$ cat src/rtl/core/lom_pkg.sv
// Shared types and constants for the layer order manager.
`timescale 1ns / 1ps

package lom_pkg;

  localparam int unsigned SLOT_W   = 8;
  localparam int unsigned HEIGHT_W = 9;
  localparam int unsigned OP_W     = 2;

  // Operation codes; the remaining code is a no-op that reports the slot
  localparam logic [OP_W-1:0] OP_ALLOC      = 2'd0;
  localparam logic [OP_W-1:0] OP_SET_HEIGHT = 2'd1;
  localparam logic [OP_W-1:0] OP_FREE       = 2'd2;

  // Status codes
  localparam logic ST_DONE    = 1'b0;
  localparam logic ST_NO_FREE = 1'b1;

  typedef logic [SLOT_W-1:0]          slot_t;
  typedef logic signed [HEIGHT_W-1:0] height_t;

  // Height of a hidden layer, and top of an empty stack
  localparam height_t HIDDEN = -9'sd1;

  typedef enum logic [2:0] {
    S_IDLE,
    S_SCAN,
    S_RDH,
    S_CALC,
    S_MOVE,
    S_FIN,
    S_RESP
  } state_e;

  // Kind of list reorder
  typedef enum logic [1:0] {
    MV_LOWER,  // visible layer moves down, entries between shift up
    MV_HIDE,   // visible layer leaves the list, entries above shift down
    MV_RAISE,  // visible layer moves up, entries between shift down
    MV_SHOW    // hidden layer enters the list, entries above shift up
  } move_e;

  // Memory requests: height store and order list, one write and one read each
  typedef struct packed {
    logic    h_we;
    slot_t   h_waddr;
    height_t h_wdata;
    slot_t   h_raddr;
    logic    o_we;
    slot_t   o_waddr;
    slot_t   o_wdata;
    slot_t   o_raddr;
  } mem_req_t;

  typedef struct packed {
    height_t h_rdata;
    slot_t   o_rdata;
  } mem_rsp_t;

endpackage

$ cat src/rtl/core/lom_mem.sv
// Height store and stacking order list, synchronous RAMs with registered reads.
`timescale 1ns / 1ps

module lom_mem #(
  parameter int unsigned SLOTS = 256
) (
  input  logic              clk_i,
  input  lom_pkg::mem_req_t req_i,
  output lom_pkg::mem_rsp_t rsp_o
);

  localparam int unsigned AW = $clog2(SLOTS);

  lom_pkg::height_t height_mem [SLOTS];
  lom_pkg::slot_t   order_mem  [SLOTS];

  lom_pkg::height_t h_rdata_q;
  lom_pkg::slot_t   o_rdata_q;

  // Height store
  always_ff @(posedge clk_i) begin
    if (req_i.h_we) begin
      height_mem[req_i.h_waddr[AW-1:0]] <= req_i.h_wdata;
    end
    h_rdata_q <= height_mem[req_i.h_raddr[AW-1:0]];
  end

  // Order list, bottom layer at position 0
  always_ff @(posedge clk_i) begin
    if (req_i.o_we) begin
      order_mem[req_i.o_waddr[AW-1:0]] <= req_i.o_wdata;
    end
    o_rdata_q <= order_mem[req_i.o_raddr[AW-1:0]];
  end

  assign rsp_o.h_rdata = h_rdata_q;
  assign rsp_o.o_rdata = o_rdata_q;

endmodule

$ cat config.mk
export PLATFORM = sky130hd
export DESIGN_NAME = lom_mem
export DESIGN_NICKNAME = d
export VERILOG_FILES = /design/src/rtl/core/lom_pkg.sv /design/src/rtl/core/lom_mem.sv
export SDC_FILE = /design/constraint.sdc
export NUM_CORES = 2
export LEC_CHECK = 0
export ABC_CLOCK_PERIOD_IN_PS = 3040
export BUFFER_PORTS_ARGS = -buffer_cell sky130_fd_sc_hd__buf_4
export CORE_AREA = 2 2 873 701
export DETAILED_ROUTE_END_ITERATION = 10
export DIE_AREA = 0 0 875 703
export GPL_ROUTABILITY_DRIVEN = 0
export SETUP_SLACK_MARGIN = 0.2
export SKIP_LAST_GASP = 1
export SYNTH_ARGS = -nofsm -noshare
export SYNTH_HDL_FRONTEND = slang
export SYNTH_MEMORY_MAX_BITS = 65536
export SYNTH_SLANG_ARGS = --single-unit
$ cat constraint.sdc
create_clock -name clk_i -period 3.04 [get_ports clk_i]
set_clock_uncertainty 0.2 [all_clocks]
set_input_delay 0.304 -clock clk_i [delete_from_list [all_inputs] [get_ports clk_i]]
set_output_delay 0.304 -clock clk_i [all_outputs]
set_load 0.02 [all_outputs]
Word-level counts from Yosys, hierarchy flattened:

Memories as Yosys holds them, arrays and structs flattened. A register that Yosys moved wholly into a read port is not among the register bits.
Index checks and enable logic that the tools add are counted.

* register bits: 0
* output and inout port bits: 17
* memories: 2
* bits in latches: 0
* RAM bits: 4352
* memory bits (read-only): 0
* input port bits: 52
* logic and storage cells: 6

Memory list
* height_mem: depth 256, width 9, rd ports 1, clocked after memory_dff 1, write ports 1, RTL line lom_mem.sv:14 `lom_pkg::height_t height_mem [SLOTS];`
* order_mem: depth 256, width 8, rd ports 1, clocked after memory_dff 1, write ports 1, RTL line lom_mem.sv:15 `lom_pkg::slot_t order_mem [SLOTS];`

* shift operators: 0
* equal/unequal tests: 0
* bitwise gates (word level): 0
* multiply operators: 0
* add/subtract/negate cells: 0
* mux-type cells: 4
* reductions and logical operators: 0
* div/mod/pow operators: 0
* magnitude comparators: 0

Operators with widths (number)
* 2-to-1 mux 1 bit: 4

Logic depth before layout (Yosys ltp):

* word-level depth: 2
* depth in mapped cells: 12
* mapped depth without buffers: 6

Least setup slack after synthesis:

Ideal clock, no wire load.

* kind: in2reg
* start point: in req_i[21] in the netlist's numbering
* end point: mem order_mem[88][0] in the netlist's numbering, enable pin
* setup time: 0.383 ns
* arrival: 2.102 ns
* data required time: 2.457 ns
* setup slack: 0.355 ns
* buffers on the path: 1
* stages: 5
* cells stage by stage: clkbuf_1 nor2b_1 nand3_1 or3b_2 nor3_1

RTL lines
* start, declared: RTL line lom_mem.sv:8 `input lom_pkg::mem_req_t req_i,`
* end, declared: RTL line lom_mem.sv:15

No word-level cell before the write port.

==> results.py <==
metrics = {
    "timing": {
        "drv_slew": 0,
        "max_freq_mhz": 352,
        "post-route-min-period_ns": 2.84,
        "finalCritPeriodShare_pct": 93.5,
        "rsz0062_at_grt": "true",
        "setup_violations": 0,
        "worstMarginPinSlew_ns": 1.15,
        "relSlewSlack_pct": 23.2,
        "hold_ws_ns": 0.0824,
        "hold_violations": 0,
    },
    "floorplanning": {
        "initial_utilization_pct": 27.9,
        "dieArea_sq_um": 615000,
        "die_height_um": 703,
        "core_area_sq_um": 606000,
        "fp.dieW_um": 875,
        "ios": 69,
        "rows": 256,
    },
    "route": {
        "drt_first_pass_iters": 7,
        "wl_um": 451000,
        "wl_per_cell_um": 25.7,
        "remaining_drc_errors": 0,
        "vias": 86706,
        "drtIter0Drc": 11755,
        "ant_nets": 0,
        "via_per_inst": 4.94,
    },
    "critical_path": {
        "worstSetupPathType": "in2reg",
        "critPathCaptureType": "flip-flop",
        "critPathLaunchType": "input pin",
        "cp_top_family": "buffers and inverters",
        "r2r-start": "order_mem[51][7]",
        "cp.buffers_inverters": 5,
        "cp_common_cell": "buf_4",
        "cp_data_required_time_ns": 3.62,
        "cp.arrival_ns": 3.42,
        "cpMaxStageDelayCell": "dlygate4sd3_1",
        "rr_endpoint": "o_rdata_q[7]",
        "critPathMaxFanout": 29,
        "r2r_slack_ns": 0.24,
        "rr_worst_depth": 8,
        "cp_cell_sequence": "buf_4 > dlygate4sd3_1 > buf_12 > nor2b_2 > buf_4 > a221oi_1 > o22ai_1 > a211oi_2 > buf_4 > nor4_2",
        "cpPeakStageDelay_ns": 0.70,
        "crit_start": "req_i[3]",
    },
    "final_layout": {
        "drive_gt1_share_pct": 31.4,
        "fin_area_sq_um": 202000,
        "final_cell_mix": "edfxtp_1 (4352), buf_4 (1148), mux4_2 (1011), nor2_1 (561), clkbuf_16 (423)",
        "fillCellCount": 56469,
        "final_common_cell": "edfxtp_1",
        "syn_to_final_growth_pct": 19.5,
        "nets": 9120,
        "fin_util_pct": 33.4,
    },
    "clock_tree": {
        "htreeDepth": 5,
        "clkSlewWorstSetupHoldPaths_ns": 0.06,
        "root_buffer": "clkbuf_16",
        "clock_latency_ns": 1.08,
        "max-clock-path-buffers": 4,
        "cts_tree": "done",
        "postCtsSetupBuffers": 0,
        "cts_sinks": 4369,
        "cts_buffers": 422,
    },
    "synthesis": {
        "syn_inst": 7748,
        "ys_seq_area_share_pct": 77.4,
        "synthDistinctLibCells": 64,
        "ys.flop_type": "edfxtp_1",
        "synth_fp_nets": 7800,
        "synth-edff-count": 4352,
        "synthArstFlopShare_pct": 0,
        "synth_warnings": 0,
        "syn_area_per_cell_sq_um": 21.8,
        "synth_area_sq_um": 169000,
        "synth_seq_cells": 4369,
    },
    "power": {
        "p_leak_uw": 0.0641,
        "cellPowerDensity_nw_per_um2": 619,
        "vdd_ir_drop_max_mv": 0.549,
    },
    "worst_hold_path": {
        "hp-start": "req_i[3]",
        "holdPathStages": 7,
        "hp-class": "in2reg",
        "hold_path_end": "o_rdata_q[2]",
    },
    "run_status": {
        "run_status": "complete, no violations",
    },
    "place": {
        "dp_hpwl_um": 292000,
        "port_buffers": 68,
        "place_area_sq_um": 188000,
    },
    "grt": {
        "overflow": 0,
        "grt_pass1_wl_um": 642000,
        "grt_pass1_vias": 86589,
        "antenna_found_initial": 20,
        "grtUsageTotal_pct": 14.2,
        "grt_start_max_net_pins": 115,
    },
    "run": {
        "cap_violations": 0,
    },
}
==> report_power, final <==
| part | switching [uW] | total (uW) | internal [uW] |
|---|---|---|---|
| sequential | 136 | 66500 | 66400 |
| clock | 22800 | 51500 | 28700 |
| combinational | 4420 | 7220 | 2800 |
| total | 27300 | 125000 | 97900 |
==> routing by layer <==
layer  up-vias  GRT usage (%)  share of wire, %  wire [um]
li1      35374              -                 -          -
met3       648           3.23                10      47000
met5         -              0            0.0075         34
met2      4539           21.1                44     199000
met4         4           3.56               2.6      11900
met1     46141           21.0                43     194000
==> cell type report <==
type / count / area (sq um) / area share (%)
Antenna cell: 7 / 17.5 / 0.00866
Inverter: 13 / 48.8 / 0.0241
Tap cell: 8127 / 10200 / 5.03
Sequential cell: 4369 / 131000 / 64.8
Clock buffer: 515 / 11000 / 5.42
Clock inverter: 257 / 2510 / 1.24
Timing Repair Buffer: 1353 / 12100 / 5.98
Multi-Input combinational cell: 2909 / 35400 / 17.5
==> repair_timing <==
item / CTS / global route
hold buffers: 50 / 0
hold endpoints to repair: 5450 / 0
endpoints found under the setup margin: 8 / 5
gates resized for setup: 17 / 6
pin swaps: 0 / 0
==> tightest hold or removal path, delay by kind of cell <==
family | cells | cell delay, ns
simple gates | 3 | 0.43
buf+inv | 1 | 0.16
compound gates | 3 | 0.39
==> registers in the layout, indices dropped and copies added (netlist names) <==
register and flops:
order_mem 2048, o_rdata_q 8, h_rdata_q 9, height_mem 2304
==> logic make-up (layout without fill, tap and decap cells) <==
kind of cell | count (synthesis) | count (layout) | share of synthesized area (%)
simple gates | 873 | 873 | 2.23
compound gates | 636 | 636 | 2.76
buf+inv | 470 | 2138 | 1.72
flops | 4369 | 4369 | 77.4
mux | 1400 | 1400 | 15.9
other cells | 0 | 7 | 0
==> Yosys cell counts (4+ instances only) <==
library cell / n / share of area [%]
a211oi_1: 64 / 0.28
buf_2: 92 / 0.27
or2_2: 6 / 0.022
a22oi_1: 64 / 0.28
clkbuf_1: 198 / 0.44
a2111oi_0: 13 / 0.067
a211o_1: 6 / 0.031
mux4_1: 10 / 0.16
nor3_1: 36 / 0.11
buf_4: 56 / 0.25
o221ai_1: 82 / 0.42
buf_8: 33 / 0.29
o32ai_1: 12 / 0.062
edfxtp_1: 4352 / 77
mux2i_1: 356 / 2.1
mux4_2: 1011 / 13
a221oi_1: 58 / 0.30
nand3_1: 40 / 0.12
buf_1: 25 / 0.055
o21ai_0: 43 / 0.13
o22ai_1: 110 / 0.41
or3b_2: 4 / 0.021
and2_1: 10 / 0.037
nand2b_1: 21 / 0.078
nor2_1: 564 / 1.3
nand4_1: 7 / 0.026
and3b_1: 7 / 0.036
nand2_1: 98 / 0.22
buf_6: 48 / 0.32
mux2_2: 23 / 0.15
inv_1: 10 / 0.022
a31oi_1: 6 / 0.022
nor2b_1: 42 / 0.16
o211ai_1: 9 / 0.040
buf_12: 5 / 0.059
nor3b_1: 4 / 0.018
a22o_1: 65 / 0.34
and3_1: 6 / 0.022
dfxtp_1: 17 / 0.20
nor4_1: 17 / 0.063
nand3b_1: 6 / 0.027
a21oi_1: 78 / 0.23
o41ai_1: 7 / 0.036
==> worst max-delay path by stage <==
stage                             endpoint  slack [ns]  depth (start not counted)
after global placement        o_rdata_q[7]       -1.05                         12
after global routing          h_rdata_q[2]        0.16                          8
after floorplan           order_mem[88][0]        0.35                          5
final                         o_rdata_q[7]        0.20                         10
after detailed placement      o_rdata_q[7]       -0.99                         12
after CTS                     o_rdata_q[7]        0.19                          8
==> stage by stage <==
step	instances	setup slack, ns	setup TNS [ns]	power (uW)
after floorplan	7748	0.355	0	71100
after global placement	16721	-1.05	-8.64	74800
after detailed placement	16721	-0.989	-7.89	74900
after CTS	17543	0.186	0	126000
after global routing	17548	0.163	0	129000
final	17550	0.197	0	125000
(Power assumes the default switching activity.)
